[src/rtl/core/wad_lz_block_decompressor_unit_macros.svh]
// ----------------------------------------------------------------------------
// WAD LZ block decompressor - assertion macros
// Shared concurrent assertion forms, clocked on clk, off while in reset.
// ----------------------------------------------------------------------------
`ifndef WAD_LZ_BLOCK_DECOMPRESSOR_UNIT_MACROS_SVH
`define WAD_LZ_BLOCK_DECOMPRESSOR_UNIT_MACROS_SVH

// same-cycle implication
`define WLZ_ASSERT_IMP(lbl, ante, cons, msg) \
lbl: assert property (@(posedge clk) disable iff (!arst_n) (ante) |-> (cons)) else $error(msg);

// next-cycle implication
`define WLZ_ASSERT_NXT(lbl, ante, cons, msg) \
lbl: assert property (@(posedge clk) disable iff (!arst_n) (ante) |=> (cons)) else $error(msg);

`endif

[src/rtl/core/wlz_pkg.sv]
// ----------------------------------------------------------------------------
// WAD LZ decompressor package
// Shared constants and the command format between front and back end.
// ----------------------------------------------------------------------------
package wlz_pkg;

	localparam int unsigned WINDOW_BYTES_DEF = 65536;
	localparam int unsigned FIFO_DEPTH = 4;
	localparam int unsigned CFG_W = 24;
	localparam int unsigned DIST_W = 16;
	localparam int unsigned LEN_W = 9;
	localparam int unsigned IN_TDATA_W = 8;
	localparam int unsigned OUT_TDATA_W = 104;

	localparam logic [1:0] KIND_NONE = 2'd0;
	localparam logic [1:0] KIND_LIT  = 2'd1;
	localparam logic [1:0] KIND_COPY = 2'd2;

	typedef struct packed {
		logic [1:0]        kind;
		logic [7:0]        data;
		logic [DIST_W-1:0] offs;
		logic [LEN_W-1:0]  len;
		logic              zero;
		logic              last;
		logic              bad;
	} cmd_t;

endpackage

[src/rtl/core/wlz_cmd_fifo.sv]
// ----------------------------------------------------------------------------
// WAD LZ command queue
// Short FIFO that decouples the parser from the copy engine.
// ----------------------------------------------------------------------------
module wlz_cmd_fifo (
	input  logic          clk,
	input  logic          arst_n,
	input  logic          push,
	input  wlz_pkg::cmd_t push_cmd,
	input  logic          pop,
	output wlz_pkg::cmd_t head,
	output logic          empty,
	output logic          full
);
	import wlz_pkg::*;

	localparam int unsigned PW = $clog2(FIFO_DEPTH);

	cmd_t        mem_q [FIFO_DEPTH];
	logic [PW-1:0] wp_q, rp_q;
	logic [PW:0]   cnt_q;

	assign empty = (cnt_q == '0);
	assign full = (cnt_q == (PW+1)'(FIFO_DEPTH));
	assign head = mem_q[rp_q];

	always_ff @(posedge clk) begin
		if (push && !full) mem_q[wp_q] <= push_cmd;
	end

	always_ff @(posedge clk or negedge arst_n) begin
		if (!arst_n) begin
			wp_q <= '0;
			rp_q <= '0;
			cnt_q <= '0;
		end else begin
			if (push && !full) wp_q <= wp_q + PW'(1);
			if (pop && !empty) rp_q <= rp_q + PW'(1);
			cnt_q <= cnt_q + (PW+1)'(push && !full) - (PW+1)'(pop && !empty);
		end
	end

endmodule

[config.mk]
export PLATFORM = sky130hd
export DESIGN_NAME = wlz_cmd_fifo
export DESIGN_NICKNAME = d
export VERILOG_FILES = /design/src/rtl/core/wad_lz_block_decompressor_unit_macros.svh /design/src/rtl/core/wlz_pkg.sv /design/src/rtl/core/wlz_cmd_fifo.sv
export SDC_FILE = /design/constraint.sdc
export NUM_CORES = 1
export LEC_CHECK = 0
export BUFFER_PORTS_ARGS = -buffer_cell sky130_fd_sc_hd__buf_2
export CAP_MARGIN = 25
export CORE_UTILIZATION = 53
export CTS_BUF_LIST = sky130_fd_sc_hd__clkbuf_4 sky130_fd_sc_hd__clkbuf_8
export CTS_CLUSTER_DIAMETER = 150
export DETAILED_ROUTE_END_ITERATION = 8
export PLACE_DENSITY = 0.77
export SYNTH_ARGS = -nofsm -noshare
export SYNTH_HDL_FRONTEND = slang
export SYNTH_SLANG_ARGS = --single-unit
[constraint.sdc]
create_clock -name clk -period 2.1 [get_ports clk]
set_input_delay 0 -clock clk [delete_from_list [all_inputs] [get_ports clk]]
set_output_delay 0 -clock clk [all_outputs]
set_load 0.02 [all_outputs]
### Word level (Yosys, flattened, before mapping)

Memory sizes are Yosys's and may differ from the RTL's.
Cells that the tools add are included.

| word-level totals | value |
|---|---|
| bits in registers | 7 |
| bits in writable memories | 152 |
| input bits | 42 |
| output and inout port bits | 40 |
| word-level logic and storage cells | 16 |
| memories | 1 |

Memory list:

| name | depth | bits a word | rd ports | clocked after Yosys merged registers in | write ports | RTL line | source |
|---|---|---|---|---|---|---|---|
| mem_q | 4 | 38 | 1 | 0 | 1 | wlz_cmd_fifo.sv:19 | `cmd_t mem_q [FIFO_DEPTH];` |

| cells by class | value |
|---|---|
| $add $sub $neg | 4 |
| equal/unequal tests | 1 |
| muxes and demuxes | 2 |
| reduce and logical (&&, ||, !) cells | 5 |

Operators with widths:

| kind | number |
|---|---|
| 2-bit by 1-bit adder with 2-bit output (second input constant) | 2 |
| 3-bit by 1-bit adder with 3-bit output | 1 |
| 3-bit == test (second input constant) | 1 |
| 3-bit logical NOT | 1 |
| 3-bit by 1-bit subtractor with 3-bit output | 1 |
| 1-bit logical AND | 2 |
| 1-bit logical NOT | 2 |
| 1-bit 2-to-1 mux | 2 |

### Longest topological paths before layout

| logic depth | value |
|---|---|
| depth in word-level cells | 5 |
| mapped depth | 8 |
| gate-level depth less buffers | 8 |

### Worst setup path before layout

No wires, ideal clock.

| timing | value |
|---|---|
| path kind | register -> register |
| from | register cnt_q[2] |
| to | memory mem_q[0][0] (netlist bit), enable pin |
| setup time | 399 ps |
| arrival | 1674 ps |
| data required time | 1701 ps |
| slack | 27 ps |
| cell stages (with the launch flop) | 3 |
| path buffers | 0 |
| period minus slack after synthesis | 2073 ps |
| cell sequence | dfrtp_1 -> nor3b_4 -> and3b_1 |

| on the way | value |
|---|---|
| longest elaborated chain between the ends | 5 |

RTL lines:

| element | RTL line | source |
|---|---|---|
| start, declared | wlz_cmd_fifo.sv:21 | `logic [PW:0] cnt_q;` |
| start signal, assigned | wlz_cmd_fifo.sv:39 | `cnt_q <= cnt_q + (PW+1)'(push && !full) - (PW+1)'(pop && !empty);` |
| 3-bit == test | wlz_cmd_fifo.sv:24 | `assign full = (cnt_q == (PW+1)'(FIFO_DEPTH));` |
| net full | wlz_cmd_fifo.sv:13 | `output logic full` |
| 1-bit logical NOT | wlz_cmd_fifo.sv:28 | `if (push && !full) mem_q[wp_q] <= push_cmd;` |
| 1-bit logical AND | wlz_cmd_fifo.sv:28 |  |
| 1-bit 2-to-1 mux | wlz_cmd_fifo.sv:28 |  |
| 1-bit 2-to-1 mux (not written as such) | wlz_cmd_fifo.sv:28 |  |
| end, declared | wlz_cmd_fifo.sv:19 |  |

The timed path passes the listed nets, and every way through them passes these cells.

### Worst setup path in the final report

| timing | value |
|---|---|
| from | register cnt_q[2] |
| to | register cnt_q[2] |

| on the way | value |
|---|---|
| longest elaborated chain between the ends | 5 |
| elaborated cells between the ends (all ways) | 8 |
| those cells by class | 2 x add/sub; 1 x eq/ne; 5 x reduce/logical |

RTL lines:

| element | RTL line |
|---|---|
| 3-bit == test | wlz_cmd_fifo.sv:24 |
| 1-bit logical NOT | wlz_cmd_fifo.sv:39 |
| 1-bit logical AND | wlz_cmd_fifo.sv:39 |
| 3-bit by 1-bit adder with 3-bit output | wlz_cmd_fifo.sv:39 |
| 3-bit by 1-bit subtractor with 3-bit output (*) | wlz_cmd_fifo.sv:39 |

Mark *: on every way between the ends. The rest lies on a longest branch, timed or not.
A chain may end at the register's enable or synchronous reset.

==> results by group <==
Die
  • Std cell rows: 38
  • Die footprint: approximately 0.012 mm²
  • Die width: 108 µm
  • Area of the core: ~0.011 mm²
  • Die Y: between 100 and 150 µm
  • Top Ports: 82
  • Initial core utilization: between 50% and 60%

Cells and area
  • Share of cells above drive strength 1: roughly 44%
  • Nets: 437
  • Design Area, Final: roughly 0.0075 mm²
  • Area added between synthesis and finish: 25.1%
  • Antenna Cells: 0
  • Fillcell total: 703

Power and ir drop
  • Final Power: roughly 10 mW
  • PD cells: 1370 mW/mm²
  • Internal: 7.04 mW
  • Net switching power: between 3 and 4 mW
  • IR drop worst, VDD: roughly 820 µV
  • Sw Ratio: a little under a third
  • P_leak: around 2.6 nW
  • Sequential share of power: ~44%
  • Combinational power share: about a third
  • Clk pwr share: between 20% and 30%

Timing
  • Max-slew headroom: 62.5%
  • RSZ-0062 raised after global routing: no
  • Worst-Margin Slew: about 0.56 ns
  • Final max-slew violation count: 0
  • Post-layout min period: around 2.0 ns
  • Hold_ws: roughly 0.30 ns
  • Period utilisation layout: between 90% and 100%
  • Clk_skew: between 0.01 and 0.015 ns
  • Final setup fails: 0
  • Hold Fails Final Rpt: 0
  • Fmax: around 500 MHz

Routing
  • ANT nets after route: 0
  • Vias/cell: between 5 and 6
  • DRT Pass-1 Iters: 4
  • WL/cell: 18.6 µm
  • Drt total wl: a little over 10000 µm
  • DR DRC count: 0
  • Vias post-DR: roughly 2900
  • Iter 0 DRT Violations: 100

Setup path
  • Critical Path End Type: flop
  • Crit Path Class: reg2reg
  • R2R Path End: cnt_q[2]
  • Crit start category: flop
  • CP Data Arrival Time: about 2.4 ns
  • CP required: between 2 and 2.5 ns
  • R2R setup slack: approximately 0.067 ns
  • Depth of the most critical reg-to-reg path: 8
  • FF-to-FF Start: cnt_q[2]
  • CP Max Fanout: 4

Clock tree
  • CTS buffer count: 17
  • CTS tree: done
  • Clk root buf: clkbuf_8
  • Clock sink count: around 160
  • Clock transition at the registers of the reported paths: about 0.08 ns
  • Maximum clock path buffer count: 2
  • H-Tree Depth: 4
  • Latest clock arrival within the worst-skew pair: approximately 0.43 ns

GRT
  • Gr usage total: a little under a fifth
  • Global-route wire length before repair: between 15000 and 20000 µm
  • Global route overflow: 0
  • Vias in the first global route: ~3100
  • Initial antenna violation count: 0
  • Pin count of the biggest net entering global routing: 39

Yosys
  • Top-count cell post-synth: edfxtp_1
  • Share of flip-flops with an asynchronous set or reset: around 4.4%
  • Ranking of synthesized cells by instance count: 152 x edfxtp_1, 38 x mux4_2, 7 x dfrtp_1
  • Sequential element share of the synthesized area: about 79%
  • Area contributors post-synth: edfxtp_1 76%, mux4_2 14%, dfrtp_1 2.9%, buf_12 1.3%, ha_1 1.3%
  • Netlist cell types: 20
  • Cell taking the most area after synthesis: edfxtp_1
  • Mapped Avg Cell Area: about 25 µm²
  • Syn Nets: roughly 290
  • Post-synth EDFFs: around 150
  • Yosys top cell area share: between 70% and 80%
  • Synthesis warning total: 0
  • Mapped Area: about 0.006 mm²
  • Synthesis-stage register bit count: ~160
  • Ys flop type: edfxtp_1
  • Post-synthesis cell count: 240

Hold path
  • HP Class: in2reg
  • HP Start: push_cmd[0]
  • Hold depth: 2
  • Hold path endpoint: mem_q[3][0]

Flow run
  • Max-cap violations: 0

Place
  • Gp weighted congestion: roughly 0.7
  • IO buf count: 81
  • DP Wirelength: around 5600 µm
  • Area post-placement: approximately 0.0066 mm²

Outcome
  • Outcome: completed
## registers in the layout, indices dropped and copies added, names as in the netlist
signal and flops:
mem_q 152, cnt_q 3, rp_q 2, wp_q 2
## through the flow
| stage | setup TNS [ns] | utilization, % | std cells | setup slack, ns |
|---|---|---|---|---|
| global route | 0 | 68.7 | 541 | 0.0000910 |
| CTS | 0 | 68.0 | 536 | 0.0111 |
| floorplan | 0 | - | 240 | 0.0272 |
| finish | 0 | 68.7 | 541 | 0.0671 |
| global placement | 0 | 60.3 | 462 | 0.0448 |
| detailed placement | -0.0320 | 60.3 | 462 | -0.0320 |
## per-layer routing
metal	global-route usage, %	vias to the layer above	share of wire [%]
li1	-	1312	-
met1	24.1	1466	43
met2	30.4	94	50
met3	5.97	13	5.3
met4	8.20	0	1.3
met5	0	-	0
## critical path: stages, from the launching register on
cell	delay, ns
dfrtp_2	0.45
o31ai_4	0.27
inv_1	0.08
ha_1	0.28
inv_1	0.04
ha_1	0.18
fa_2	0.34
xnor2_1	0.19
xnor2_1	0.13
## repair_timing
action,CTS,global route
endpoints found under the hold margin,163,0
pin swaps,0,2
hold buffers,42,0
setup buffers,0,3
resized for setup,2,4
setup endpoints to repair,1,1
## kinds of logic (layout without fill, tap and decap cells)
logic type / count (synthesis) / in the layout / share of synthesized area [%]
DFF: 159 / 159 / 78.9
muxes: 38 / 38 / 14.3
buffers and inverters: 15 / 176 / 2.27
and+or+nand+nor: 13 / 13 / 1.83
adders and majority gates: 7 / 7 / 1.58
AOI/OAI and AO/OA: 4 / 4 / 0.521
xor gates and xnor gates: 4 / 4 / 0.584
## cell type report
class	instances	area, µm²	area share [%]
sequential	159	4750	63.2
multi-input combinational	66	1150	15.3
timing repair buffer	138	1000	13.3
clock buffer	23	279	3.72
tap	140	175	2.33
clock inverter	9	138	1.83
inverter	6	22.5	0.300
## placed cells by master (no fill, tap or decap), types with 2 or more instances in the layout
master,count
xnor2_1,4
buf_12,5
clkinvlp_4,4
buf_4,10
nand2b_1,4
buf_2,81
clkbuf_8,17
mux4_2,38
nand4bb_1,2
edfxtp_1,152
dlygate4sd3_1,42
bufinv_16,3
dfrtp_2,5
clkbuf_4,6
clkinv_4,2
dfrtp_1,2
inv_1,6
o211ai_1,2
and3b_2,4
ha_1,6
## how the worst max path moves through the flow
stage | start | to | slack [ns] | cells after the start
final | cnt_q[2] | cnt_q[2] | 0.07 | 8
after global routing | cnt_q[2] | cnt_q[2] | 0.00009 | 8
after CTS | cnt_q[1] | cnt_q[2] | 0.01 | 8
after detailed placement | cnt_q[1] | cnt_q[2] | -0.03 | 8
after global placement | cnt_q[1] | cnt_q[2] | 0.04 | 8
after floorplan | cnt_q[2] | mem_q[0][0] | 0.03 | 2
## power by group through the flow
stage	Clock, mW	Sequential [mW]	Combinational (mW)
floorplan	0	4.41	2.54
global placement	0	4.51	3.33
detailed placement	0	4.56	3.38
CTS	2.35	4.49	3.45
global route	2.46	4.55	3.75
finish	2.30	4.49	3.48
(Power assumes the default switching activity.)
