===== config.mk =====
export PLATFORM = sky130hd
export DESIGN_NAME = wlz_front
export DESIGN_NICKNAME = d
export VERILOG_FILES = /design/src/rtl/core/wad_lz_block_decompressor_unit_macros.svh /design/src/rtl/core/wlz_pkg.sv /design/src/rtl/core/wlz_front.sv
export SDC_FILE = /design/constraint.sdc
export NUM_CORES = 1
export LEC_CHECK = 0
export BUFFER_PORTS_ARGS = -buffer_cell sky130_fd_sc_hd__clkbuf_2
export CAP_MARGIN = 20
export CORE_ASPECT_RATIO = 2
export CORE_MARGIN = 8
export CORE_UTILIZATION = 40
export CTS_CLUSTER_SIZE = 12
export DETAILED_ROUTE_END_ITERATION = 8
export GPL_TIMING_DRIVEN = 0
export PLACE_DENSITY_LB_ADDON = 0.2
export REMOVE_ABC_BUFFERS = 1
export SLEW_MARGIN = 20
export SYNTH_ARGS = -nofsm -noshare
export SYNTH_HDL_FRONTEND = slang
export SYNTH_SLANG_ARGS = --single-unit

===== constraint.sdc =====
create_clock -name clk -period 6.07 [get_ports clk]
set_input_delay 0.607 -clock clk [delete_from_list [all_inputs] [get_ports clk]]
set_output_delay 0.607 -clock clk [all_outputs]
set_load 0.01 [all_outputs]

===== src/rtl/core/wad_lz_block_decompressor_unit_macros.svh =====
// ----------------------------------------------------------------------------
// WAD LZ block decompressor - assertion macros
// Shared concurrent assertion forms, clocked on clk, off while in reset.
// ----------------------------------------------------------------------------
`ifndef WAD_LZ_BLOCK_DECOMPRESSOR_UNIT_MACROS_SVH
`define WAD_LZ_BLOCK_DECOMPRESSOR_UNIT_MACROS_SVH

// same-cycle implication
`define WLZ_ASSERT_IMP(lbl, ante, cons, msg) \
lbl: assert property (@(posedge clk) disable iff (!arst_n) (ante) |-> (cons)) else $error(msg);

// next-cycle implication
`define WLZ_ASSERT_NXT(lbl, ante, cons, msg) \
lbl: assert property (@(posedge clk) disable iff (!arst_n) (ante) |=> (cons)) else $error(msg);

`endif


===== src/rtl/core/wlz_pkg.sv =====
// ----------------------------------------------------------------------------
// WAD LZ decompressor package
// Shared constants and the command format between front and back end.
// ----------------------------------------------------------------------------
package wlz_pkg;

	localparam int unsigned WINDOW_BYTES_DEF = 65536;
	localparam int unsigned FIFO_DEPTH = 4;
	localparam int unsigned CFG_W = 24;
	localparam int unsigned DIST_W = 16;
	localparam int unsigned LEN_W = 9;
	localparam int unsigned IN_TDATA_W = 8;
	localparam int unsigned OUT_TDATA_W = 104;

	localparam logic [1:0] KIND_NONE = 2'd0;
	localparam logic [1:0] KIND_LIT  = 2'd1;
	localparam logic [1:0] KIND_COPY = 2'd2;

	typedef struct packed {
		logic [1:0]        kind;
		logic [7:0]        data;
		logic [DIST_W-1:0] offs;
		logic [LEN_W-1:0]  len;
		logic              zero;
		logic              last;
		logic              bad;
	} cmd_t;

endpackage


===== src/rtl/core/wlz_front.sv =====
// ----------------------------------------------------------------------------
// WAD LZ front end
// Parses header and tokens one byte at a time and issues output commands.
// ----------------------------------------------------------------------------
module wlz_front (
	input  logic                      clk,
	input  logic                      arst_n,
	input  logic                      take,
	input  logic [7:0]                data_byte,
	input  logic                      final_byte,
	input  logic                      cfg_we,
	input  logic [wlz_pkg::CFG_W-1:0] cfg_val,
	output logic                      push,
	output wlz_pkg::cmd_t             cmd
);
	import wlz_pkg::*;

	localparam logic [3:0] PH_HDR    = 4'd0;
	localparam logic [3:0] PH_TOKEN  = 4'd1;
	localparam logic [3:0] PH_LITLEN = 4'd2;
	localparam logic [3:0] PH_LIT    = 4'd3;
	localparam logic [3:0] PH_A_EXT  = 4'd4;
	localparam logic [3:0] PH_A_B0   = 4'd5;
	localparam logic [3:0] PH_A_B1   = 4'd6;
	localparam logic [3:0] PH_B_EXT  = 4'd7;
	localparam logic [3:0] PH_B_B1   = 4'd8;
	localparam logic [3:0] PH_B_B2   = 4'd9;
	localparam logic [3:0] PH_C_B1   = 4'd10;
	localparam logic [3:0] PH_SMALL  = 4'd11;
	localparam logic [3:0] PH_PAD    = 4'd12;
	localparam logic [3:0] PH_ALIGN  = 4'd13;

	typedef struct packed {
		logic [3:0]       ph;
		logic [LEN_W-1:0] ml;
		logic [LEN_W-1:0] rem;
	} tok_t;

	logic [3:0]       ph_q, ph_n;
	logic [31:0]      idx_q, idx_n;
	logic [31:0]      size_q, size_n;
	logic [31:0]      pos_q, pos_n;
	logic [7:0]       flag_q, flag_n;
	logic [7:0]       fo_q, fo_n;
	logic [LEN_W-1:0] ml_q, ml_n;
	logic [LEN_W-1:0] rem_q, rem_n;
	logic [LEN_W-1:0] rem_dec;
	logic [DIST_W-1:0] dist_a;
	logic             bad_early;
	logic             fresh;
	tok_t             tok;

	function automatic tok_t start_tok(logic [7:0] b, logic [LEN_W-1:0] ml,
		logic [LEN_W-1:0] rem);
		tok_t t;
		t.ml = ml;
		t.rem = rem;
		t.ph = PH_TOKEN;
		if (b < 8'h10) begin
			if (b != 8'd0) begin
				t.rem = LEN_W'(b) + LEN_W'(3);
				t.ph = PH_LIT;
			end else begin
				t.ph = PH_LITLEN;
			end
		end else if (b < 8'h20) begin
			t.ml = LEN_W'(b[2:0]);
			t.ph = (b[2:0] == 3'd0) ? PH_A_EXT : PH_A_B0;
		end else if (b < 8'h40) begin
			if (b[4:0] == 5'd0) begin
				t.ml = '0;
				t.ph = PH_B_EXT;
			end else begin
				t.ml = LEN_W'(b[4:0]) + LEN_W'(2);
				t.ph = PH_B_B1;
			end
		end else begin
			t.ph = PH_C_B1;
		end
		return t;
	endfunction

	function automatic tok_t finish(logic [7:0] op, logic [LEN_W-1:0] ml,
		logic [LEN_W-1:0] rem);
		tok_t t;
		t.ml = ml;
		t.rem = rem;
		t.ph = PH_TOKEN;
		if (op[1:0] != 2'd0) begin
			t.rem = LEN_W'(op[1:0]);
			t.ph = PH_SMALL;
		end
		return t;
	endfunction

	always_comb begin
		ph_n = ph_q;
		size_n = size_q;
		pos_n = pos_q;
		flag_n = flag_q;
		fo_n = fo_q;
		ml_n = ml_q;
		rem_n = rem_q;
		bad_early = 1'b0;
		fresh = 1'b0;
		tok = '0;
		rem_dec = '0;
		dist_a = '0;
		cmd = '0;
		cmd.kind = KIND_NONE;
		unique case (ph_q)
			PH_HDR: begin
				if (idx_q < 32'd3) begin
					if ((idx_q[1:0] == 2'd0 && data_byte != 8'h57) ||
					    (idx_q[1:0] == 2'd1 && data_byte != 8'h41) ||
					    (idx_q[1:0] == 2'd2 && data_byte != 8'h44))
						bad_early = 1'b1;
				end else if (idx_q < 32'd7) begin
					size_n = size_q | (32'(data_byte) << {idx_q[1:0] - 2'd3, 3'b000});
				end
				if (idx_q >= 32'd15) ph_n = PH_TOKEN;
			end
			PH_TOKEN: begin
				tok = start_tok(data_byte, ml_q, rem_q);
				flag_n = data_byte;
				{ph_n, ml_n, rem_n} = tok;
			end
			PH_PAD: begin
				if (data_byte != 8'hEE) begin
					tok = start_tok(data_byte, ml_q, rem_q);
					flag_n = data_byte;
					{ph_n, ml_n, rem_n} = tok;
				end
			end
			PH_ALIGN: begin
				if (idx_q[11:0] == 12'h010) begin
					tok = start_tok(data_byte, ml_q, rem_q);
					flag_n = data_byte;
					{ph_n, ml_n, rem_n} = tok;
				end
			end
			PH_LITLEN: begin
				rem_n = LEN_W'(data_byte) + LEN_W'(18);
				ph_n = PH_LIT;
			end
			PH_LIT, PH_SMALL: begin
				cmd.kind = KIND_LIT;
				cmd.data = data_byte;
				pos_n = pos_q + 32'd1;
				rem_dec = (rem_q != '0) ? rem_q - LEN_W'(1) : rem_q;
				rem_n = rem_dec;
				if (rem_dec == '0) ph_n = PH_TOKEN;
			end
			PH_A_EXT: begin
				ml_n = LEN_W'(data_byte) + LEN_W'(7);
				ph_n = PH_A_B0;
			end
			PH_A_B0: begin
				fo_n = data_byte;
				ph_n = PH_A_B1;
			end
			PH_A_B1: begin
				dist_a = {1'b0, flag_q[3], 14'd0} + {2'b00, data_byte, 6'd0} +
					DIST_W'(fo_q[7:2]);
				if (flag_q == 8'h12 && fo_q == 8'd0 && data_byte == 8'd0) begin
					ph_n = PH_PAD;
				end else if (dist_a != '0) begin
					cmd.kind = KIND_COPY;
					cmd.offs = dist_a + DIST_W'(16'h4000);
					cmd.len = ml_q + LEN_W'(2);
					tok = finish(fo_q, ml_q, rem_q);
					{ph_n, ml_n, rem_n} = tok;
				end else if (ml_q != LEN_W'(1)) begin
					ph_n = PH_ALIGN;
				end else begin
					tok = finish(fo_q, ml_q, rem_q);
					{ph_n, ml_n, rem_n} = tok;
				end
			end
			PH_B_EXT: begin
				ml_n = LEN_W'(data_byte) + LEN_W'(33);
				ph_n = PH_B_B1;
			end
			PH_B_B1: begin
				fo_n = data_byte;
				ph_n = PH_B_B2;
			end
			PH_B_B2: begin
				cmd.kind = KIND_COPY;
				cmd.offs = {2'b00, data_byte, 6'd0} + DIST_W'(fo_q[7:2]) + DIST_W'(1);
				cmd.len = ml_q;
				tok = finish(fo_q, ml_q, rem_q);
				{ph_n, ml_n, rem_n} = tok;
			end
			PH_C_B1: begin
				cmd.kind = KIND_COPY;
				cmd.offs = {5'd0, data_byte, 3'd0} + DIST_W'(flag_q[4:2]) + DIST_W'(1);
				cmd.len = LEN_W'(flag_q[7:5]) + LEN_W'(1);
				tok = finish(flag_q, ml_q, rem_q);
				{ph_n, ml_n, rem_n} = tok;
			end
			default: ph_n = PH_TOKEN;
		endcase

		if (cmd.kind == KIND_COPY) begin
			cmd.zero = {16'd0, cmd.offs} > pos_q;
			pos_n = pos_q + 32'(cmd.len);
		end

		idx_n = idx_q + 32'd1;
		if (bad_early || (final_byte && idx_n <= 32'd3)) begin
			cmd.kind = KIND_NONE;
			cmd.last = 1'b1;
			cmd.bad = 1'b1;
			fresh = 1'b1;
		end else if (final_byte || (idx_n >= 32'd16 &&
		             {1'b0, idx_n} == {1'b0, size_q} + 33'd16)) begin
			cmd.last = 1'b1;
			fresh = 1'b1;
		end
		push = take && (cmd.kind != KIND_NONE || cmd.last);
	end

	always_ff @(posedge clk or negedge arst_n) begin
		if (!arst_n) begin
			ph_q <= PH_HDR;
			idx_q <= '0;
			size_q <= '0;
			pos_q <= '0;
			flag_q <= '0;
			fo_q <= '0;
			ml_q <= '0;
			rem_q <= '0;
		end else if (cfg_we) begin
			pos_q <= 32'(cfg_val);
		end else if (take) begin
			pos_q <= pos_n;
			if (fresh) begin
				ph_q <= PH_HDR;
				idx_q <= '0;
				size_q <= '0;
				flag_q <= '0;
				fo_q <= '0;
				ml_q <= '0;
				rem_q <= '0;
			end else begin
				ph_q <= ph_n;
				idx_q <= idx_n;
				size_q <= size_n;
				flag_q <= flag_n;
				fo_q <= fo_n;
				ml_q <= ml_n;
				rem_q <= rem_n;
			end
		end
	end

endmodule


== Word-level counts from Yosys, hierarchy flattened ==
Cells that the tools add are included.
Word-level totals
  register bits: 134
  memories kept: 0
  output and inout bits: 39
  RAM bits: 0
  input port bits: 37
  bits in read-only memories: 0
  logic and storage cells: 182
  bits in latches: 0
Operators by class
  equality and inequality tests: 32
  $add $sub $neg: 20
  shift operators: 1
  muxes and demuxes: 65
  bitwise operators: 2
  order comparisons: 9
  divide/modulo/power cells: 0
  $mul: 0
  reduce and logical (&&, ||, !) cells: 45
Operators by type and width (number)
  two-way mux 32 bit: 9
  two-way mux 9 bit: 16
  case mux 25 bit (3 select lines): 1
  case mux 9 bit (8 select lines): 1
  adder 32 x 1 -> 32 bit (second input constant): 2
  case mux 4 bit (13 select lines): 1
  two-way mux 25 bit: 2
  two-way mux 4 bit: 12
  two-way mux 8 bit: 6
  case mux 9 bit (5 select lines): 1
  adder 32 x 5 -> 33 bit (second input constant): 1
  equality test 32 x 33 -> 1 bit: 1
  adder 32 x 9 -> 32 bit: 1
  greater-or-equal comparator 32 x 4 -> 1 bit (second input constant): 1
  greater-or-equal comparator 32 x 5 -> 1 bit (second input constant): 1
  greater-than comparator 16 x 32 -> 1 bit: 1
  less-or-equal comparator 32 x 2 -> 1 bit (second input constant): 1
  < comparator 32 x 2 -> 1 bit (second input constant): 1
  < comparator 32 x 3 -> 1 bit (second input constant): 1
  OR 32 bit: 1
  left shift 8 x 5 -> 32 bit: 1
  two-way mux 13 bit: 2
  equality test 4 bit (second input constant): 6
  inequality test 8 x 7 -> 1 bit (second input constant): 3
  57 further kinds: 101

== Depth between registers and ports, before layout ==
Gate-level depths: netlist (run 1).
  word-level depth: 12
  depth in mapped cells: 22
  depth with buffers taken out: 21

== Worst setup path before layout (run 1) ==
Ideal clock, no wire load.
  path kind: input port to output port
  start: in data_byte[0]
  end: out cmd[2] in the netlist's numbering
  path buffers: 3
  setup slack: 776 ps
  stages on the path: 20
  data arrival time: 4687 ps
  required time: 5463 ps
  cells stage by stage: clkbuf_1 > inv_1 > ha_1 > nor4b_1 > and4_1 > a21o_1 > clkbuf_1 > clkbuf_1 > o21ai_0 > ha_1 > nor2b_1 > o21a_1 > o21a_1 > o21a_1 > o21a_1 > o21a_1 > o21ai_0 > nand2b_1 > a21oi_1 > a2111oi_0
RTL lines
  from (decl): RTL line wlz_front.sv:9  | input logic [7:0] data_byte,
  to (decl): RTL line wlz_front.sv:14  | output wlz_pkg::cmd_t cmd

==> results.py, run 1 <==
metrics = {
    "status": {
        "outcome": "finished, final reports clean",
    },
    "detailed_routing": {
        "dr.pass1.iters": 5,
        "wl_per_cell_um": 23.1,
        "routed_wirelength_um": 41900,
        "ant_nets": 0,
        "drtIter0Drc": 791,
        "viasPerCell": 6.16,
        "route.detailed.drc": 0,
        "vias": 11200,
    },
    "timing": {
        "fin_setup_tns_ns": 0,
        "setup_viol": 0,
        "clock_skew_ns": 0.0107,
        "fin_crit_sh_pct": 96.1,
        "fin_crit_ns": 5.84,
        "timing.final.ws_setup_ns": 0.234,
        "tightestPinTransition_ns": 1.15,
        "slew_viol_final": 0,
        "max_clock_freq_mhz": 171,
        "rsz0062_at_grt": "no",
        "maxSlewHeadroom_pct": 22.6,
        "hold_viol_final": 0,
    },
    "logic_synthesis": {
        "ys_top_cells_by_area": "dfrtp_1, xnor2_1, ha_1, nand2_1, o21ai_0",
        "syn_area_per_cell_um2": 7.93,
        "synth_warnings": 0,
        "ys_dominant_reg_cell": "dfrtp_1",
        "syn_inst": 1432,
        "ys_ff_latch": 134,
        "synth_top_area_share_pct": 29.5,
        "yosysSeqAreaShare_pct": 29.5,
        "synth_edf_count": 0,
        "synth.largest_area_cell": "dfrtp_1",
        "netlist_area_um2": 11400,
        "synthDistinctLibCells": 86,
        "async_flop_share_pct": 100,
    },
    "pwr": {
        "p_leak_uw": 0.00536,
        "peakVddDrop_v": 0.000191,
        "powerDensity_nw_per_um2": 200,
    },
    "clock_tree": {
        "clk_transition_reported_paths_ns": 0.06,
        "clock_latency_ns": 0.45,
        "holdBufCountCts": 0,
        "clockBufferDepth": 2,
        "cts_buffers": 17,
        "cts-htree-levels": 4,
        "clock-sinks": 134,
        "tritoncts": "built",
        "cts_root_buf": "clkbuf_16",
    },
    "placed_design": {
        "place_hpwl_um": 31400,
        "pre_cts_ws_ns": -1.16,
        "dp_cells": 1774,
        "port-buffer-count": 75,
        "place_congestion": 0.983,
    },
    "hold_path": {
        "hold_path.class": "in2async",
    },
    "floorplanning": {
        "initial_utilization_pct": 40.4,
        "coreArea_um2": 28100,
        "rows": 87,
        "die_w_um": 135,
        "dieArea_um2": 34400,
        "io_pins": 76,
        "dieHeight_um": 254,
    },
    "setup_path": {
        "setup.worst_path.start_class": "primary input",
        "cpPeakStageDelay_ns": 0.51,
        "arrival_ns": 5.23,
        "cp_cell_sequence": "clkbuf_2 > clkinvlp_4 > ha_1 > nor4b_4 > and4_1 > a21o_4 > o21ai_0 > ha_1 > nor2b_1 > o21a_1 > o21a_1 > o21a_1 > o21a_1 > o21a_1 > o21ai_0 > nand2b_1 > a21oi_1 > a2111oi_1 > clkbuf_2",
        "worst-setup-path-type": "in2out",
        "cp_common_cell": "o21a_1",
        "worstPathRequired_ns": 5.46,
        "endpoint_kind": "primary output",
        "worst-path-max-fanout": 22,
        "rrSetupSlack_ns": 0.56,
        "cpMaxStageDelayCell": "clkbuf_2",
    },
    "run": {
        "maxCapViolCount": 0,
    },
    "global_route": {
        "grt_max_degree": 80,
        "grt_pass1_wl_um": 64700,
        "grt_pass1_vias": 11300,
        "grt_util_all_layers_pct": 24.7,
        "antenna_found_initial": 0,
        "grt_overflow": 0,
    },
    "layout": {
        "area_delta_synth_final_pct": 11.2,
        "diodes": 0,
        "nNetsFinal": 1532,
        "final_cells": 1813,
        "final_common_cell": "nand2_1",
        "mostFrequentLayoutCells": "nand2_1, dfrtp_1, nor2_1",
        "drive_gt1_share_pct": 11.6,
    },
}
-- routing by layer --
metal	wire, um	vias up	part of all wire [%]	global-route usage [%]
met4	3780	0	9.0	21.8
met5	0	-	0	0
li1	-	5274	-	-
met1	14500	5314	35	23.6
met2	22000	403	52	44.7
met3	1650	175	3.9	3.96
-- where the power goes --
part	total, uW	leakage, uW	switching [uW]	internal, uW
clock network	1060	0.000274	435	622
logic	465	0.00329	287	178
registers	1010	0.00180	75.8	932
-- metrics by stage --
stage               hold WS (ns)  utilization [%]  area [um2]  total power (uW)
finish                     0.126             45.0       12600              2530
global route               0.161             45.0       12600              2640
CTS                        0.141             44.7       12600              2540
detailed placement         0.508             42.5       11900              1480
global placement           0.499             41.9       11800              1460
floorplan                  0.311                -       11000              1280
-- repair_timing --
| item | in CTS | in global routing |
|---|---|---|
| buffers inserted | 0 | 9 |
| setup endpoints to repair | 14 | 9 |
| gates resized for setup | 8 | 2 |
| pin swaps | 0 | 2 |
-- final timing paths --
check	startpoint	depth (start not counted)	end
max	data_byte[0]	19	cmd[2]
min	arst_n	1	fo_q[2]
max reg2reg	idx_q[0]	12	idx_q[4]
min reg2reg	size_q[0]	2	size_q[0]
max in group asynchronous	arst_n	2	idx_q[24]
min in group clk	cfg_val[2]	3	pos_q[2]
-- logic make-up after synthesis --
family,count (synthesis),share of synthesized area (%)
simple gates,585,26.1
compound gates,395,23.2
buf+inv,147,5.33
flops,134,29.5
xor+xnor,110,9.22
fa+ha+maj,49,5.53
mux,12,1.11
-- sequential cells by signal, summed over array words and instances, names as in the netlist --
register	count
rem_q	9
ph_q	4
size_q	32
ml_q	9
flag_q	8
pos_q	32
fo_q	8
idx_q	32
-- critical path, delay by kind of cell --
family          cells  cell delay (ns)
buf+inv             3             1.11
compound gates     10             1.98
simple gates        4             0.83
fa+ha+maj           2             0.67
-- area by class of cell --
cell class / count / area [um2]
fill: 2894 / 15400
multi-input combinational: 1151 / 7470
sequential: 134 / 3350
timing repair buffer: 89 / 574
clock buffer: 19 / 453
tap: 356 / 445
inverter: 53 / 209
clock inverter: 11 / 126
-- cell usage after synthesis (15+ instances only) --
master,n
a21oi_1,91
nor2_1,136
dfrtp_1,134
ha_1,47
o31ai_1,15
clkbuf_1,63
nor4_1,26
a21o_1,17
xnor2_1,72
nand2_1,139
xor2_1,32
and3_1,33
buf_2,16
inv_1,52
nand3_1,63
nand4_1,30
o21ai_0,102
a22o_1,33
nor3_1,56
Note: power is estimated with default switching activity, not from simulation.
==> inputs of run 2 (changes only) <==
CORE_UTILIZATION = 55   (was 40)
==> results.py, run 2 (same netlist as run 1, synthesis figures left out) <==
metrics = {
    "layout": {
        "area_delta_synth_final_pct": 10.4,
        "mostFrequentLayoutCells": "nand2_1, dfrtp_1, nor2_1",
        "top_regs": "idx_q: 32 flops, pos_q: 32 flops, size_q: 32 flops",
        "final_cells": 1720,
        "drive_gt1_share_pct": 11.5,
        "diodes": 0,
        "final_core_util_pct": 61.6,
        "final_common_cell": "nand2_1",
        "nNetsFinal": 1527,
    },
    "pwr": {
        "p_leak_uw": 0.00537,
        "powerDensity_nw_per_um2": 212,
        "peakVddDrop_v": 0.000206,
    },
    "placed_design": {
        "port-buffer-count": 75,
        "place_hpwl_um": 29700,
        "dp_cells": 1682,
        "place_congestion": 1.03,
    },
    "setup_path": {
        "worst-setup-path-type": "in2out",
        "path_depth": 19,
        "worstPathRequired_ns": 5.46,
        "endpoint_kind": "primary output",
        "worst-path-max-fanout": 19,
        "cp_cell_sequence": "clkbuf_2 > clkinvlp_4 > ha_1 > nor4b_4 > and4_1 > a21o_2 > o21ai_0 > ha_1 > nor2b_1 > o21a_1 > o21a_1 > o21a_1 > o21a_1 > o21a_1 > o21ai_0 > nand2b_1 > a21oi_1 > a2111oi_1 > clkbuf_2",
        "setup.worst_path.start_class": "primary input",
        "arrival_ns": 5.33,
        "cpMaxStageDelayCell": "nor4b_4",
        "cpPeakStageDelay_ns": 0.47,
        "cp_common_cell": "o21a_1",
        "rr_startpoint": "idx_q[0]",
        "critPathTopFamily": "compound AO/OA/AOI/OAI gates",
        "r2r_cells": 13,
        "crit_buf_inv": 3,
        "crit_start": "data_byte[1]",
    },
    "clock_tree": {
        "tritoncts": "built",
        "holdBufCountCts": 0,
        "clockBufferDepth": 2,
        "cts_root_buf": "clkbuf_16",
        "clock-sinks": 134,
        "cts_buffers": 17,
        "cts-htree-levels": 4,
        "clk_transition_reported_paths_ns": 0.06,
        "clock_latency_ns": 0.45,
    },
    "floorplanning": {
        "coreArea_um2": 20400,
        "dieArea_um2": 25800,
        "initial_utilization_pct": 55.8,
        "die_w_um": 118,
        "io_pins": 76,
        "dieHeight_um": 219,
        "rows": 74,
    },
    "detailed_routing": {
        "dr.max_layer_used": "met4",
        "routed_wirelength_um": 40900,
        "route.detailed.drc": 0,
        "wl_per_cell_um": 23.8,
        "dr_wl_met3_um": 2380,
        "drtIter0Drc": 1201,
        "wl_met1_um": 13700,
        "dr_wl_met2_um": 21400,
        "vias": 11600,
        "viasPerCell": 6.75,
        "dr.pass1.iters": 7,
        "ant_nets": 0,
    },
    "timing": {
        "fin_crit_sh_pct": 97.8,
        "hold_viol_final": 0,
        "rsz0062_at_grt": "no",
        "slew_viol_final": 0,
        "max_clock_freq_mhz": 168,
        "setup_viol": 0,
        "tightestPinTransition_ns": 1.08,
        "clock_skew_ns": 0.0104,
        "fin_crit_ns": 5.94,
        "maxSlewHeadroom_pct": 27.2,
    },
    "hold_path": {
        "hold_path.class": "in2async",
    },
    "global_route": {
        "grt_max_degree": 69,
        "grt_pass1_wl_um": 63500,
        "grt_pass1_vias": 11900,
        "antenna_found_initial": 0,
        "grt_overflow": 0,
        "grt_util_all_layers_pct": 31.9,
    },
    "status": {
        "outcome": "finished, final reports clean",
    },
    "run": {
        "maxCapViolCount": 0,
    },
}
run 2: path summary, 6_finish.rpt:
| check | slack, ns | endpoint |
|---|---|---|
| setup reg to reg | 0.47 | idx_q[4] |
| setup / recovery | 0.13 | cmd[2] |
| hold reg to reg | 0.53 | size_q[0] |
| max in group asynchronous | 5.14 | pos_q[13] |
| min in group clk | 0.36 | pos_q[1] |
| hold / removal | 0.16 | idx_q[9] |
run 2: worst reg2reg max path, stage by stage (launching register included):
cell	delay (ns)
dfrtp_1	0.52
ha_1	0.45
nand3_2	0.38
nor2_2	0.54
mux2_2	0.39
o21ai_0	0.27
and4_1	0.26
nand4_1	0.24
o32a_1	0.46
a21boi_4	0.60
buf_16	0.24
inv_4	0.21
nor2_2	0.70
a22o_1	0.26
run 2: layout make-up:
type	instances	area [um2]
Fill cell	1929	7830
Inverter	53	209
Multi-Input combinational cell	1151	7480
Clock buffer	21	470
Timing Repair Buffer	84	504
Tap cell	266	333
Clock inverter	11	194
Sequential cell	134	3350
run 2: where the power goes:
group / internal [uW] / total, uW / switching (uW)
Combinational: 177 / 465 / 288
Clock: 763 / 1190 / 429
Sequential: 932 / 1010 / 76.6
Total: 1870 / 2660 / 793
run 2: per-stage QoR:
stage / worst slack (ns) / area (um2) / hold WS, ns / setup TNS, ns / power (uW)
after floorplan: 1.17 / 11000 / 0.311 / 0 / 1280
after global placement: -1.29 / 11700 / 0.498 / -27.36 / 1450
after detailed placement: -0.989 / 11800 / 0.508 / -11.20 / 1470
after CTS: 0.0808 / 12500 / 0.174 / 0 / 2660
after global routing: 0.0401 / 12500 / 0.198 / 0 / 2750
final: 0.133 / 12500 / 0.158 / 0 / 2660
run 2: repair_timing:
item / in CTS / in global routing
buffers inserted: 0 / 6
pin swaps: 0 / 2
setup endpoints to repair: 12 / 12
gates resized for setup: 6 / 6
run 2: layer usage:
metal / vias to the layer above / global-route usage, %
met1: 5578 / 29.5
met4: 0 / 29.6
met5: - / 0
met3: 207 / 6.25
met2: 579 / 57.9
li1: 5248 / -
==> inputs of run 3 (changes only) <==
ABC_AREA = 1   (was not set)
CTS_BUF_LIST = sky130_fd_sc_hd__clkbuf_8 sky130_fd_sc_hd__clkbuf_16   (was not set)
==> results.py, run 3 <==
metrics = {
    "global_route": {
        "grt_overflow": 0,
        "grt_util_all_layers_pct": 29.7,
        "antenna_found_initial": 0,
        "grt_pass1_wl_um": 65800,
        "grt_pass1_vias": 12600,
        "grt_max_degree": 74,
    },
    "floorplanning": {
        "coreArea_um2": 22400,
        "io_pins": 76,
        "dieArea_um2": 28000,
        "die_w_um": 122,
        "dieHeight_um": 229,
        "rows": 78,
        "initial_utilization_pct": 55.4,
    },
    "layout": {
        "final_core_util_pct": 60.7,
        "nNetsFinal": 2145,
        "area_delta_synth_final_pct": 9.50,
        "top_regs": "idx_q: 32 flops, pos_q: 32 flops, size_q: 32 flops",
        "diodes": 0,
        "mostFrequentLayoutCells": "nand2_1, nor2_1, inv_1",
        "final_common_cell": "nand2_1",
        "drive_gt1_share_pct": 7.68,
    },
    "clock_tree": {
        "clk_transition_reported_paths_ns": 0.06,
        "clockBufferDepth": 2,
        "post_cts_buffers": 0,
        "clock_latency_ns": 0.46,
        "clock-sinks": 134,
        "cts-htree-levels": 4,
        "cts_root_buf": "clkbuf_16",
        "cts_buffers": 17,
        "tritoncts": "built",
    },
    "timing": {
        "setup_viol": 0,
        "max_clock_freq_mhz": 175,
        "tightestPinTransition_ns": 0.972,
        "finalHoldWorstSlack_ns": 0.136,
        "fin_crit_sh_pct": 94.3,
        "fin_crit_ns": 5.72,
        "maxSlewHeadroom_pct": 34.9,
        "clock_skew_ns": 0.0153,
        "rsz0062_at_grt": "no",
        "hold_viol_final": 0,
        "slew_viol_final": 0,
    },
    "logic_synthesis": {
        "ys_dominant_reg_cell": "dfrtp_1",
        "async_flop_share_pct": 100,
        "synth_simple_gate_area_share_pct": 41.3,
        "netlist_area_um2": 12400,
        "yosys-top-cells-count": "nand2_1, nor2_1, inv_1",
        "synth-compound-area-share_pct": 15.0,
        "synth_mux_area_share_pct": 0,
        "ys_ff_latch": 134,
        "synth_most_common_cell": "nand2_1",
        "synthDistinctLibCells": 54,
        "synth_top_family_by_area": "simple AND/OR/NAND/NOR gates",
        "syn_area_per_cell_um2": 6.16,
        "synth_warnings": 0,
        "synth_edf_count": 0,
        "yosys.area_share.xor_xnor_pct": 2.18,
        "syn_inst": 2019,
        "synth-adder-area-share_pct": 5.05,
        "synth.largest_area_cell": "dfrtp_1",
        "synth_top_area_share_pct": 27.0,
        "ys_top_cells_by_area": "dfrtp_1, nand2_1, nor2_1, inv_1, nand3_1",
        "yosysSeqAreaShare_pct": 27.0,
    },
    "run": {
        "maxCapViolCount": 0,
    },
    "setup_path": {
        "worst-path-max-fanout": 22,
        "rr_startpoint": "ph_q[3]",
        "crit_start": "data_byte[0]",
        "worst-setup-path-type": "in2out",
        "worstPathRequired_ns": 5.46,
        "endpoint_kind": "primary output",
        "arrival_ns": 5.12,
        "setup.worst_path.start_class": "primary input",
    },
    "status": {
        "failed_checks": "DRC",
        "outcome": "finished, violations left",
    },
    "pwr": {
        "power_uw": 3260,
        "p_leak_uw": 0.00636,
        "powerDensity_nw_per_um2": 239,
        "peakVddDrop_v": 0.000240,
    },
    "placed_design": {
        "place_hpwl_um": 31000,
        "place_congestion": 0.967,
        "port-buffer-count": 75,
    },
    "detailed_routing": {
        "viasPerCell": 5.92,
        "dr.pass1.iters": 9,
        "route.detailed.drc": 12,
        "routed_wirelength_um": 41300,
        "vias": 13900,
        "wl_per_cell_um": 17.6,
        "drtIter0Drc": 1615,
        "ant_nets": 0,
    },
    "hold_path": {
        "hold_path.class": "in2async",
    },
}
[run 3: changes by cell type after synthesis, sizes merged, moves of 21 or more]
| cell | before | now |
|---|---|---|
| nand3 | 66 | 157 |
| nor2 | 137 | 285 |
| and3 | 33 | 1 |
| clkbuf | 64 | 32 |
| a21oi | 95 | 50 |
| a22o | 33 | 0 |
| xnor2 | 72 | 9 |
| nor3 | 59 | 34 |
| o22ai | 8 | 29 |
| nand2 | 140 | 636 |
| nand4 | 32 | 57 |
| o21ai | 104 | 128 |
| inv | 53 | 236 |
[run 3: per-stage QoR]
step / worst slack, ns / TNS [ns] / std cells / instance area, um2
after floorplan: 1.77 / 0 / 1962 / 12200
after global placement: -1.09 / -28.28 / 2317 / 12900
after detailed placement: 0.126 / 0 / 2320 / 13000
after CTS: 0.526 / 0 / 2351 / 13600
after global routing: 0.0687 / 0 / 2351 / 13600
final: 0.348 / 0 / 2351 / 13600
[run 3: timing repair]
item / 4_1_cts / 5_1_grt
resized for setup: 0 / 1
setup endpoints to repair: 0 / 1
endpoints found under the hold margin: 0 / 0
hold buffers: 0 / 0
[run 3: cell families (layout without fill, tap and decap cells)]
| kind of cell | after synthesis | after routing |
|---|---|---|
| compound gates | 307 | 307 |
| xor+xnor | 31 | 31 |
| fa+ha+maj | 49 | 49 |
| buf+inv | 297 | 349 |
| flops | 134 | 134 |
| simple gates | 1201 | 1201 |
[run 3: routing by layer]
layer  up-vias  GRT usage (%)  wire (um)  share of wire [%]
li1       6769              -          -                  -
met1      6340           39.5      17400                 42
met2       683           44.3      18400                 45
met3       130           6.36       3630                8.8
met4         0           14.5       1840                4.5
met5         -              0          0                  0
[run 3: worst max-delay path: stages]
cell,delay [ns]
clkbuf_2,0.35
clkinv_1,0.54
ha_1,0.45
nand4_1,0.25
nor2_1,0.12
nand3_1,0.18
nand3_2,0.41
o21ai_0,0.61
inv_1,0.11
ha_1,0.21
nor2_1,0.11
nor2_1,0.05
o21a_1,0.16
o221ai_1,0.17
a21oi_1,0.09
a2111oi_0,0.44
clkbuf_2,0.23
[run 3: path summary, 6_finish.rpt]
check                             to  slack [ns]  depth (start not counted)
min in group clk           pos_q[10]        0.37                          3
min reg2reg                size_q[2]        0.52                          2
max in group asynchronous   pos_q[2]        5.13                          2
min                        idx_q[25]        0.14                          1
max                           cmd[2]        0.35                         17
max reg2reg                pos_q[24]        0.93                         21
[run 3: final cells by class]
class,count,area [um2]
flip-flops and latches,134,3350
repair buffers,78,459
well taps,280,350
fillers,2259,8830
inverters,240,903
clock inverters,10,151
multi-input cells,1588,7920
clock buffers,21,480
[run 3: where the power goes]
part / switching, uW / internal (uW)
Combinational: 693 / 300
Clock: 426 / 724
Sequential: 125 / 988
Total: 1240 / 2010
